`config.mk`:
```
export PLATFORM = sky130hd
export DESIGN_NAME = h2ws_sqrt
export DESIGN_NICKNAME = d
export VERILOG_FILES = /design/src/sv/h2ws_pkg.sv /design/src/sv/h2ws_sqrt.sv
export SDC_FILE = /design/constraint.sdc
export NUM_CORES = 1
export LEC_CHECK = 0
export BUFFER_PORTS_ARGS = -buffer_cell sky130_fd_sc_hd__buf_2
export CAP_MARGIN = 20
export CORE_MARGIN = 2
export CORE_UTILIZATION = 45
export CTS_CLUSTER_DIAMETER = 60
export CTS_CLUSTER_SIZE = 30
export DETAILED_ROUTE_END_ITERATION = 7
export PLACE_DENSITY = 0.65
export RECOVER_POWER = 25
export SLEW_MARGIN = 30
export SYNTH_ARGS = -nofsm -noshare
export SYNTH_HDL_FRONTEND = slang
export SYNTH_SLANG_ARGS = --single-unit
```
`constraint.sdc`:
```
create_clock -name clock -period 8.35 [get_ports clock]
set_input_delay 1.67 -clock clock [delete_from_list [all_inputs] [get_ports clock]]
set_output_delay 1.67 -clock clock [all_outputs]
set_load 0.02 [all_outputs]
```
`src/sv/h2ws_pkg.sv`:
```
package h2ws_pkg;

   localparam int CordicStepsDefault = 16;
   localparam int SpeedBitsDefault   = 16;

   localparam int CfgW  = 15;
   localparam int InW   = 16;
   localparam int OutW  = 17;
   localparam int CordW = 44;
   localparam int ZW    = 24;
   localparam int AngW  = 15;
   localparam int LenW  = 17;
   localparam int PrdW  = LenW + AngW;
   localparam int DeltaW = PrdW + 1;
   localparam int SpdW  = 19;

   localparam logic [ZW-1:0] PiQ20 = 24'd3294199;
   localparam logic [AngW-1:0] PiQ13 = 15'd25736;

   localparam logic [1:0] MODE_NONE = 2'd0;
   localparam logic [1:0] MODE_SOFT = 2'd1;
   localparam logic [1:0] MODE_HARD = 2'd2;

   localparam logic [1:0] REG_HARD = 2'd0;
   localparam logic [1:0] REG_SOFT = 2'd1;
   localparam logic [1:0] REG_NONE = 2'd2;
   localparam logic [1:0] REG_MAX  = 2'd3;

   typedef struct packed {
      logic signed [CordW-1:0] x;
      logic signed [CordW-1:0] y;
      logic signed [ZW-1:0]    z;
   } cord_type;

   function automatic logic [ZW-1:0] atan_q20(input logic [4:0] i);
      logic [ZW-1:0] t;
      begin
         case (i)
            5'd0: t = 24'd823550;
            5'd1: t = 24'd486170;
            5'd2: t = 24'd256879;
            5'd3: t = 24'd130396;
            5'd4: t = 24'd65451;
            5'd5: t = 24'd32757;
            5'd6: t = 24'd16383;
            5'd7: t = 24'd8192;
            5'd8: t = 24'd4096;
            5'd9: t = 24'd2048;
            5'd10: t = 24'd1024;
            5'd11: t = 24'd512;
            5'd12: t = 24'd256;
            5'd13: t = 24'd128;
            5'd14: t = 24'd64;
            5'd15: t = 24'd32;
            5'd16: t = 24'd16;
            5'd17: t = 24'd8;
            5'd18: t = 24'd4;
            5'd19: t = 24'd2;
            5'd20: t = 24'd1;
            default: t = '0;
         endcase
         return t;
      end
   endfunction

endpackage

```
`src/sv/h2ws_sqrt.sv`:
```
module h2ws_sqrt (
   input  logic                         clock,
   input  logic                         reset,
   input  logic                         start,
   input  logic [2*h2ws_pkg::LenW-1:0]  radicand,
   output logic                         done,
   output logic [h2ws_pkg::LenW-1:0]    root
);
   import h2ws_pkg::*;

   localparam int RW = 2 * LenW;

   logic [RW-1:0] rem_ff, rem_in;
   logic [RW-1:0] res_ff, res_in;
   logic [RW-1:0] bit_ff, bit_in;
   logic          busy_ff, busy_in;

   always_comb begin
      rem_in  = rem_ff;
      res_in  = res_ff;
      bit_in  = bit_ff;
      busy_in = busy_ff;
      if (start) begin
         rem_in  = radicand;
         res_in  = '0;
         bit_in  = {2'b01, {(RW-2){1'b0}}};
         busy_in = 1'b1;
      end else if (busy_ff) begin
         if (rem_ff >= res_ff + bit_ff) begin
            rem_in = rem_ff - (res_ff + bit_ff);
            res_in = (res_ff >> 1) + bit_ff;
         end else begin
            res_in = res_ff >> 1;
         end
         bit_in = bit_ff >> 2;
         if (bit_ff[0] || bit_ff[1]) busy_in = 1'b0;
      end
   end

   always_ff @(posedge clock) begin
      if (reset) begin
         busy_ff <= 1'b0;
      end else begin
         busy_ff <= busy_in;
      end
      rem_ff <= rem_in;
      res_ff <= res_in;
      bit_ff <= bit_in;
   end

   // done marks the last step; the root it finishes is the next value
   assign done = busy_ff && !busy_in && !start;
   assign root = res_in[LenW-1:0];
endmodule

```
Word level (Yosys, flattened, before mapping). Index checks and enable logic that the tools add are counted.

Flip-flop bits (word level): 86. Output and inout bits: 18.

Multiplexer cells: 9. Order comparisons: 1. Add/subtract/negate cells: 3. Reductions and logical operators: 7.

Operator list (count): $mux W34 (4); $add A33 B33 Y34 (1); $add A34 B33 Y34 (1); $ge A34 B34 Y1 (1); $mux W17 (2); $sub A34 B34 Y34 (1); $reduce_bool A2 Y1 (2); $mux W1 (3); $logic_and A1 B1 Y1 (2); $logic_not A1 Y1 (2); $reduce_and A2 Y1 (1).

Logic depth before layout (Yosys ltp). Gate-level depths: netlist of the first run.

Word-level depth: 6. Depth in mapped cells: 23.

Worst setup path before layout of the first run. No wires, ideal clock.

Path type: register to register. Start: register res_ff[2]. End: register rem_ff[0] (enable). Setup slack: 1.390 ns. Arrival time: 6.487 ns. Setup time: 0.472 ns. Stages on the path, launching flop included: 22. Cells stage by stage: dfxtp_1 -> ha_1 -> a31o_2 -> a31oi_1 -> o21ai_0 -> nand2b_1 -> nand2_1 -> a31o_2 -> a31oi_1 -> o21bai_1 -> xnor2_1 -> ha_1 -> a21o_1 -> a21o_1 -> a21o_1 -> a211oi_2 -> nor3_1 -> nor4_4 -> a21o_4 -> buf_4 -> buf_2 -> o21ai_0.

Cells in the longest elaborated chain, start to end: 4.

Ends and longest elaborated chain: from (decl) (line h2ws_sqrt.sv:14) `logic [RW-1:0] res_ff, res_in;`; from (signal assigned) (line h2ws_sqrt.sv:47) `res_ff <= res_in;`; $add A34 B33 Y34 (line h2ws_sqrt.sv:29) `if (rem_ff >= res_ff + bit_ff) begin`; $ge A34 B34 Y1 (line h2ws_sqrt.sv:29); $reduce_bool A2 Y1 (no source line); $reduce_and A2 Y1 (no source line); to (signal assigned) (line h2ws_sqrt.sv:46) `rem_ff <= rem_in;`; to (decl) (line h2ws_sqrt.sv:13) `logic [RW-1:0] rem_ff, rem_in;`.

Every way passes these cells. A chain may end at the register's enable or synchronous reset.

Final worst setup path of the first run.
Start: register res_ff[2]. End: output root[2] (netlist bit).

Cells in the longest elaborated chain, start to end: 5. Elaborated cells on any way between the ends: 6.

Ends and longest elaborated chain: $add A34 B33 Y34 (line h2ws_sqrt.sv:29); $ge A34 B34 Y1 (line h2ws_sqrt.sv:29); $mux W34 (line h2ws_sqrt.sv:29); $mux W17 (*) (line h2ws_sqrt.sv:28) `end else if (busy_ff) begin`; $mux W17 (*) (line h2ws_sqrt.sv:23) `if (start) begin`; to (decl) (line h2ws_sqrt.sv:7) `output logic [h2ws_pkg::LenW-1:0] root`.

Every way passes the cells marked *; elsewhere a longest branch is shown, timed or not.

==> results of run 1 <==
## worst reg2reg max path, cell delays in order, from the launching register on
cell and delay (ns):
dfxtp_1 0.36, ha_1 0.35, a31o_2 0.18, a31oi_1 0.14
o21ai_0 0.46, a211oi_1 0.21, o31ai_1 0.48, nand4_1 0.19
nand2_1 0.14, a31oi_1 0.10, xor2_1 0.17, ha_1 0.39
nand2_1 0.12, nor3_1 0.41, a31oi_1 0.36, a21o_4 0.43
o21ai_4 0.18, buf_4 0.47
## registers in the layout (all words and copies together) (netlist names)
name	count
busy_ff	1
bit_ff	17
rem_ff	34
res_ff	34
## power by group
group | internal, W | total (W) | switching (W)
sequential | 0.000586 | 0.000684 | 0.0000984
combinational | 0.000605 | 0.00151 | 0.000903
clock | 0.000205 | 0.000394 | 0.000190
## through the flow
step / util [%] / setup slack (ns)
floorplan: - / 1.39
finish: 49.6 / 0.714
global placement: 48.0 / 1.20
global route: 49.6 / 0.174
CTS: 49.6 / 0.700
detailed placement: 48.0 / 1.13
## layout make-up
class	instances	area [um2]
inverter	20	75.1
multi-input combinational	755	5130
timing repair buffer	58	292
clock inverter	6	45.0
tap	220	275
clock buffer	10	229
sequential	86	2060
fill	1613	8240
## cell families (layout without fill, tap and decap cells)
kind of cell / count (synthesis) / in the layout / share of synthesized area, %
adder cells (fa/ha/maj): 71 / 71 / 12.0
AO/OA/AOI/OAI: 284 / 284 / 25.0
buffers and inverters: 65 / 94 / 3.66
flip-flops: 86 / 86 / 27.7
AND/OR/NAND/NOR: 293 / 293 / 18.2
multiplexers: 41 / 41 / 5.71
XOR/XNOR: 66 / 66 / 7.76
## how the worst max path moves through the flow
stage               from   endpoint  slack [ns]
3_3_place_gp   res_ff[2]    root[2]        1.20
4_1_cts        res_ff[2]    root[2]        0.70
2_1_floorplan  res_ff[2]  rem_ff[0]        1.39
5_1_grt            start   root[12]        0.17
6_report       res_ff[2]    root[2]        0.71
3_5_place_dp   res_ff[2]    root[2]        1.13
## Yosys cell counts, drive strengths merged (2+ instances only)
master,n
or2,4
o21bai,10
dfxtp,52
and4,2
a21o,24
o32ai,2
nor2b,9
mux2i,29
or3,15
nor3,22
xor2,31
o21a,7
o21ai,72
inv,19
nor2,101
o22ai,3
nand2,91
ha,70
nand4,12
o31ai,17
a21boi,3
o2111ai,2
o221ai,3
edfxtp,34
buf,13
a21oi,58
nor4,4
and2,2
o211a,2
a211oi,14
xnor2,35
nor3b,2
mux2,12
o31a,4
and3,5
a311oi,15
o311ai,3
a31oi,34
nand3,13
clkbuf,32
a31o,4
nand2b,8
## per-layer routing
| layer | GRT usage (%) | vias to the layer above | wire [um] |
|---|---|---|---|
| met3 | 3.75 | 38 | 681 |
| met5 | 0 | - | 0 |
| met4 | 7.77 | 0 | 485 |
| met2 | 36.1 | 139 | 8760 |
| met1 | 28.6 | 3098 | 8980 |
| li1 | - | 3417 | - |
==> impl_metrics.py, run 1 <==
metrics = {
    "worst_setup_path": {
        "cp_common_cell": "a21o_1",
        "crit_cells": 21,
        "r2r_slack_ns": 2.82,
        "arrival_ns": 5.97,
        "reg2reg_depth": 17,
        "worstSetupStartpointType": "flip-flop",
        "r2r_start": "res_ff[2]",
        "critPathMaxStageDelay_ns": 0.56,
        "end_kind": "primary output",
        "cp_num_buf_inv": 1,
        "cpMaxStageDelayCell": "nor4_4",
        "r2r-end": "rem_ff[24]",
        "worst-path-max-fanout": 41,
        "crit_required_ns": 6.68,
        "path_delay_family": "compound AO/OA/AOI/OAI gates",
        "crit_type": "reg -> out",
        "path_cells": "ha_1, a31o_2, a31oi_1, o21ai_0, nand2b_1, nand2_1, a31o_2, a31oi_1, o21bai_1, xnor2_1, ha_1, a21o_1, a21o_1, a21o_1, a211oi_2, nor3_1, nor4_4, a21o_4, nor2_1, o32ai_1, buf_2",
    },
    "cells_and_area": {
        "diodes": 0,
        "final_cell_mix": "nor2_1 (101), nand2_1 (91), ha_1 (70)",
        "area_delta_synth_final_pct": 8.84,
        "final_common_cell": "nor2_1",
        "drive_gt1_share_pct": 10.9,
        "num-nets-final": 1038,
        "design_area_um2": 8100,
        "finalNonFillerCells": 1155,
    },
    "routing": {
        "vias_per_cell": 5.79,
        "via_count": 6692,
        "wl_per_cell_um": 16.4,
        "antenna_left": 0,
        "drt_wl_total_mm": 18.9,
        "first_iter_violations": 417,
        "drc": 0,
        "first_pass_iters": 5,
    },
    "hold_path": {
        "whs_path_depth": 2,
        "min-delay-start": "res_ff[0]",
        "min_path_type": "reg -> reg",
        "min_to": "res_ff[0]",
    },
    "timing": {
        "skew_ns": 0.00796,
        "min_period_over_period_pct": 91.4,
        "rsz0062_at_grt": "no",
        "tightest_slew_ns": 2.67,
        "drv_slew": 167,
        "fin_hold_ws_ns": 0.514,
        "finalSetupViolations": 0,
        "hold_viol_final": 0,
        "finalSetupTns_ns": 0,
        "fin_crit_ns": 7.64,
        "fmax_ghz": 0.131,
        "timing.slew.headroom_pct": -78.0,
    },
    "clocking": {
        "ctsHoldBuffers": 0,
        "clock_latency_ns": 0.35,
        "cts.clk_slew.worst_paths_ns": 0.07,
        "cts_buffer_depth": 2,
        "cts_buffers": 9,
        "htree_levels": 3,
        "cts_tree": "built",
        "cts_sinks": 86,
        "post_cts_resized": 0,
        "cts_root_buf": "clkbuf_16",
        "post_cts_buffers": 0,
    },
    "yosys": {
        "synth.avg_cell_area_um2": 8.22,
        "ys_ff_latch": 86,
        "synth_nets": 1014,
        "async_flop_share_pct": 0,
        "yosys-top-cells-area": "dfxtp_1 (14%), edfxtp_1 (14%), ha_1 (12%), nor2_1 (5.1%), nand2_1 (4.6%)",
        "synthesis.area_um2": 7450,
        "ys.flop_type": "dfxtp_1",
        "synth_top_area_share_pct": 14.0,
        "netlist_instances": 906,
        "yosys_warnings": 0,
        "synth_cell_types": 67,
        "synth.largest_area_cell": "dfxtp_1",
        "ys_seq_area_share_pct": 27.7,
        "synth-edff-count": 34,
    },
    "die": {
        "die_area_um2": 17600,
        "io-pin-count": 55,
        "start_util_pct": 45.5,
        "dieHeight_um": 133,
        "std_cell_rows": 47,
        "core_area_um2": 16300,
        "die_w_um": 133,
    },
    "placement": {
        "postPlaceCellArea_um2": 7840,
        "dp.cells": 1139,
        "numPortBuffers": 54,
        "hpwl_mm": 14.0,
        "gp_congestion": 0.924,
    },
    "flow_run": {
        "maxCapViolCount": 3,
    },
    "grt": {
        "grt_antenna_before_repair": 0,
        "grt_first_pass_wirelength_mm": 31.1,
        "grt_max_degree": 63,
        "grt_pass1_vias": 6267,
        "grt_overflow": 0,
        "grtUsageTotal_pct": 21.8,
    },
    "pwr": {
        "finalPower_w": 0.00259,
        "power_density_nw_per_um2": 319,
        "ir_worst_vdd_v": 0.000139,
        "p_leak_nw": 3.19,
    },
    "run_status": {
        "run_status": "finished with violations",
        "violations": "capacitance limit, slew limit",
    },
}
Power figures use the tool's default switching activity.
==> inputs of run 2 (changes only) <==
CORE_UTILIZATION = 44   (was 45)
PLACE_DENSITY = 0.64   (was 0.65)
SETUP_SLACK_MARGIN = 0.02   (was unset)
==> run 2 against run 1 <==
  * The flow still finishes with violations (capacitance limit, slew limit)
  * Clock skew rose by 0.0018 ns
  * First-iteration DRC count is 11% higher
  * Sequential share of layout area shrank 0.14 points
  * Via count decreased by 0.76%
  * Die area up 2.2%
  * Core utilization down 0.40 points
  * Design area rose by 0.62%
  * Non-clock buffer count unchanged
  * Final cell count unchanged
  * Global-route usage down 0.070 points
  * Setup slack got worse by 0.086 ns
  * Critical path type unchanged
  * Highest routed layer unchanged
==> impl_metrics.py, run 2 (synthesis results as in run 1) <==
metrics = {
    "routing": {
        "first_pass_iters": 6,
        "first_iter_violations": 462,
        "vias_per_cell": 5.75,
        "wl_per_cell_um": 16.5,
        "drt_wl_total_mm": 19.0,
        "via_count": 6641,
        "drc": 0,
        "antenna_left": 0,
    },
    "die": {
        "core_area_um2": 16600,
        "dieHeight_um": 134,
        "die_area_um2": 18000,
        "std_cell_rows": 47,
        "start_util_pct": 44.9,
        "io-pin-count": 55,
        "die_w_um": 134,
    },
    "clocking": {
        "cts_buffer_depth": 2,
        "post_cts_resized": 0,
        "cts_root_buf": "clkbuf_16",
        "post_cts_buffers": 0,
        "clock_latency_ns": 0.36,
        "cts_buffers": 9,
        "cts_tree": "built",
        "cts_sinks": 86,
        "htree_levels": 3,
        "ctsHoldBuffers": 0,
        "cts.clk_slew.worst_paths_ns": 0.07,
    },
    "timing": {
        "finalSetupViolations": 0,
        "fin_crit_ns": 7.72,
        "setup_slack_ns": 0.628,
        "min_period_over_period_pct": 92.5,
        "skew_ns": 0.00975,
        "timing.slew.headroom_pct": -80.3,
        "tightest_slew_ns": 2.70,
        "fmax_ghz": 0.130,
        "finalSetupTns_ns": 0,
        "hold_viol_final": 0,
        "rsz0062_at_grt": "no",
        "drv_slew": 118,
    },
    "placement": {
        "numPortBuffers": 54,
        "hpwl_mm": 14.0,
        "gp_congestion": 0.917,
        "preCtsSetupSlack_ns": 1.07,
    },
    "pwr": {
        "p_leak_nw": 3.21,
        "ir_worst_vdd_v": 0.000143,
        "power_density_nw_per_um2": 323,
    },
    "worst_setup_path": {
        "worstSetupStartpointType": "flip-flop",
        "path_cells": "ha_1, a31o_2, a31oi_1, o21ai_0, nand2b_1, nand2_1, a31o_2, a31oi_1, o21bai_1, xnor2_1, ha_1, a21o_1, a21o_1, a21o_1, a211oi_2, nor3_1, nor4_4, a21o_4, a21oi_1, nor4_1, buf_2",
        "end_kind": "primary output",
        "cp_num_buf_inv": 1,
        "r2r-end": "rem_ff[1]",
        "worst-path-max-fanout": 41,
        "arrival_ns": 6.05,
        "crit_type": "reg -> out",
        "r2r_slack_ns": 2.74,
        "reg2reg_depth": 20,
        "crit_required_ns": 6.68,
        "path_delay_family": "compound AO/OA/AOI/OAI gates",
        "r2r_start": "res_ff[2]",
        "cpMaxStageDelayCell": "nor4_4",
        "critPathMaxStageDelay_ns": 0.56,
        "cp_common_cell": "a21o_1",
    },
    "cells_and_area": {
        "final_util_pct": 49.2,
        "nFillCells": 1642,
        "final_common_cell": "nor2_1",
        "drive_gt1_share_pct": 11.1,
        "num-nets-final": 1038,
        "top_regs": "rem_ff x34, res_ff x34, bit_ff x17",
        "final_cell_mix": "nor2_1 (101), nand2_1 (91), ha_1 (70)",
        "diodes": 0,
        "area_delta_synth_final_pct": 9.51,
    },
    "run_status": {
        "run_status": "finished with violations",
        "violations": "capacitance limit, slew limit",
    },
    "grt": {
        "grt_pass1_vias": 6229,
        "grt_antenna_before_repair": 0,
        "grtUsageTotal_pct": 21.7,
        "grt_overflow": 0,
        "grt_first_pass_wirelength_mm": 31.2,
        "grt_max_degree": 85,
    },
    "hold_path": {
        "min_path_type": "reg -> reg",
        "min_to": "res_ff[0]",
        "whs_path_depth": 2,
        "min-delay-start": "res_ff[0]",
    },
    "flow_run": {
        "maxCapViolCount": 2,
    },
}
[run 2: how the worst max path moves through the flow]
| stage | from | slack, ns | endpoint | cells past startpoint |
|---|---|---|---|---|
| global route | res_ff[2] | 0.03 | root[3] | 19 |
| detailed placement | res_ff[2] | 1.07 | root[3] | 19 |
| CTS | res_ff[2] | 0.65 | root[3] | 21 |
| global placement | res_ff[2] | 1.18 | root[2] | 21 |
| floorplan | res_ff[2] | 1.39 | rem_ff[0] | 21 |
| finish | res_ff[2] | 0.63 | root[14] | 21 |
[run 2: final cells by class]
type	count	area, um2	share of cell area, %
Clock buffer	9	225	2.76
Clock inverter	7	93.8	1.15
Inverter	20	75.1	0.921
Multi-Input combinational cell	755	5130	62.9
Sequential cell	86	2060	25.3
Tap cell	220	275	3.38
Timing Repair Buffer	58	295	3.62
[run 2: tightest hold or removal path, stage by stage (launching register included)]
cell and delay [ns]:
dfxtp_1 0.32, nor2_1 0.09, a311oi_1 0.07
[run 2: stage by stage]
step | total power, W | std cells | cell area (um2) | hold slack, ns
floorplan | 0.00188 | 906 | 7450 | 0.482
global placement | 0.00217 | 1139 | 7840 | 0.491
detailed placement | 0.00217 | 1139 | 7840 | 0.508
CTS | 0.00264 | 1155 | 8160 | 0.522
global route | 0.00284 | 1155 | 8150 | 0.577
finish | 0.00263 | 1155 | 8150 | 0.523
[run 2: per-layer routing]
layer | global-route usage (%) | wire length (um) | share of wire (%) | vias up
met5 | 0 | 0 | 0 | -
met4 | 6.14 | 274 | 1.4 | 0
met3 | 3.33 | 728 | 3.8 | 19
met2 | 36.8 | 8950 | 47 | 129
met1 | 28.8 | 9070 | 48 | 3082
li1 | - | - | - | 3411
[run 2: power breakdown]
part	internal (W)	switching, W	total (W)
Combinational	0.000604	0.000903	0.00151
Sequential	0.000586	0.0000906	0.000676
Clock	0.000263	0.000185	0.000448
Total	0.00145	0.00118	0.00263
==> inputs of run 3 (changes only) <==
PLACE_DENSITY = unset   (was 0.64)
==> run 3 against run 2 <==
  * The run still ends with capacitance limit, slew limit left
  * Core utilization is 0.060 points lower
  * Combinational power hardly changed
  * Clock-buffer cell count is 1 higher
  * Non-clock buffer count stayed put
  * Flip-flop and latch count stayed put
  * Register-to-register slack worse by 0.08 ns
  * Final cell count stayed put
  * Die area stayed put
  * Critical path depth stayed put
==> impl_metrics.py, run 3 (synthesis results as in run 1) <==
metrics = {
    "cells_and_area": {
        "final_common_cell": "nor2_1",
        "diodes": 0,
        "design_area_um2": 8140,
        "num-nets-final": 1038,
        "finalNonFillerCells": 1155,
        "top_regs": "rem_ff x34, res_ff x34, bit_ff x17",
        "final_cell_mix": "nor2_1 (101), nand2_1 (91), ha_1 (70)",
        "area_delta_synth_final_pct": 9.38,
        "drive_gt1_share_pct": 11.2,
    },
    "flow_run": {
        "maxCapViolCount": 2,
    },
    "worst_setup_path": {
        "worst-path-max-fanout": 41,
        "cpMaxStageDelayCell": "nor4_4",
        "crit_required_ns": 6.68,
        "cp_common_cell": "a21o_1",
        "worstSetupStartpointType": "flip-flop",
        "critPathMaxStageDelay_ns": 0.58,
        "crit_type": "reg -> out",
        "path_cells": "ha_1, a31o_2, a31oi_1, o21ai_0, nand2b_1, nand2_1, a31o_2, a31oi_1, o21bai_1, xnor2_1, ha_1, a21o_1, a21o_1, a21o_1, a211oi_2, nor3_1, nor4_4, a21o_4, nor2_1, o32ai_1, buf_2",
        "arrival_ns": 6.05,
        "r2r_slack_ns": 2.66,
        "end_kind": "primary output",
    },
    "die": {
        "core_area_um2": 16600,
        "io-pin-count": 55,
        "start_util_pct": 44.9,
        "die_area_um2": 18000,
        "dieHeight_um": 134,
        "std_cell_rows": 47,
        "die_w_um": 134,
    },
    "clocking": {
        "post_cts_resized": 0,
        "cts_tree": "built",
        "cts_root_buf": "clkbuf_16",
        "htree_levels": 3,
        "post_cts_buffers": 0,
        "cts.clk_slew.worst_paths_ns": 0.07,
        "cts_sinks": 86,
        "ctsHoldBuffers": 0,
        "cts_buffers": 9,
        "cts_buffer_depth": 2,
        "clock_latency_ns": 0.36,
    },
    "placement": {
        "gp_congestion": 0.870,
        "numPortBuffers": 54,
        "preCtsSetupSlack_ns": 1.04,
        "hpwl_mm": 14.1,
        "dp.cells": 1139,
        "postPlaceCellArea_um2": 7840,
    },
    "timing": {
        "timing.slew.headroom_pct": -77.7,
        "skew_ns": 0.00652,
        "fmax_ghz": 0.130,
        "finalSetupTns_ns": 0,
        "fin_crit_ns": 7.72,
        "tightest_slew_ns": 2.66,
        "hold_viol_final": 0,
        "finalSetupViolations": 0,
        "drv_slew": 118,
        "rsz0062_at_grt": "no",
        "min_period_over_period_pct": 92.4,
        "setup_slack_ns": 0.631,
    },
    "routing": {
        "wl_per_cell_um": 16.5,
        "drt_wl_total_mm": 19.1,
        "drc": 0,
        "first_iter_violations": 386,
        "via_count": 6654,
        "antenna_left": 0,
        "vias_per_cell": 5.76,
        "first_pass_iters": 5,
    },
    "pwr": {
        "power_density_nw_per_um2": 322,
        "ir_worst_vdd_v": 0.000148,
        "p_leak_nw": 3.21,
    },
    "hold_path": {
        "min_path_type": "reg -> reg",
    },
    "grt": {
        "grt_pass1_vias": 6141,
        "grt_max_degree": 85,
        "grtUsageTotal_pct": 21.5,
        "grt_antenna_before_repair": 0,
        "grt_first_pass_wirelength_mm": 31.1,
        "grt_overflow": 0,
    },
    "run_status": {
        "run_status": "finished with violations",
        "violations": "capacitance limit, slew limit",
    },
}
run 3: changes by cell type in the layout (fill, tap and decap cells not counted), sizes merged:
cell	before	now
clkinv	3	5
bufinv	2	1
inv	22	20
clkbuf	11	12
run 3: final cells by class:
cell class	instances	area [um2]
clock buffer	10	239
fill	1672	8440
clock inverter	6	70.1
tap	220	275
inverter	20	75.1
multi-input combinational	755	5130
timing repair buffer	58	295
sequential	86	2060
run 3: power by group:
part	total (W)	switching, W	internal, W
clock	0.000427	0.000185	0.000242
sequential	0.000677	0.0000915	0.000585
combinational	0.00152	0.000913	0.000604
total	0.00262	0.00119	0.00143
run 3: path summary, 6_finish.rpt:
| path | start | to | cells past startpoint |
|---|---|---|---|
| max reg2reg | res_ff[2] | res_ff[28] | 20 |
| min reg2reg | res_ff[0] | res_ff[0] | 2 |
| max | res_ff[2] | root[2] | 21 |
| min | res_ff[0] | res_ff[0] | 2 |
run 3: routing by layer:
layer	global-route usage (%)	vias to the layer above	wire length, um
met2	36.7	127	9090
met5	0	-	0
li1	-	3411	-
met4	5.91	0	243
met3	2.49	14	639
met1	28.9	3102	9140
run 3: per-stage QoR:
stage | util [%] | hold WS (ns) | power, W
final | 49.1 | 0.521 | 0.00262
after global routing | 49.1 | 0.537 | 0.00283
after CTS | 49.2 | 0.514 | 0.00262
after detailed placement | 47.3 | 0.504 | 0.00218
after global placement | 47.3 | 0.494 | 0.00218
after floorplan | - | 0.482 | 0.00188
run 3: critical path, delay by kind of cell, from the launching register on:
kind / cells / cell delay, ns
AOI/OAI and AO/OA: 12 / 3.18
xor gates and xnor gates: 1 / 0.14
adders and majority gates: 2 / 0.72
buffers and inverters: 1 / 0.25
DFF: 1 / 0.35
and+or+nand+nor: 5 / 1.00
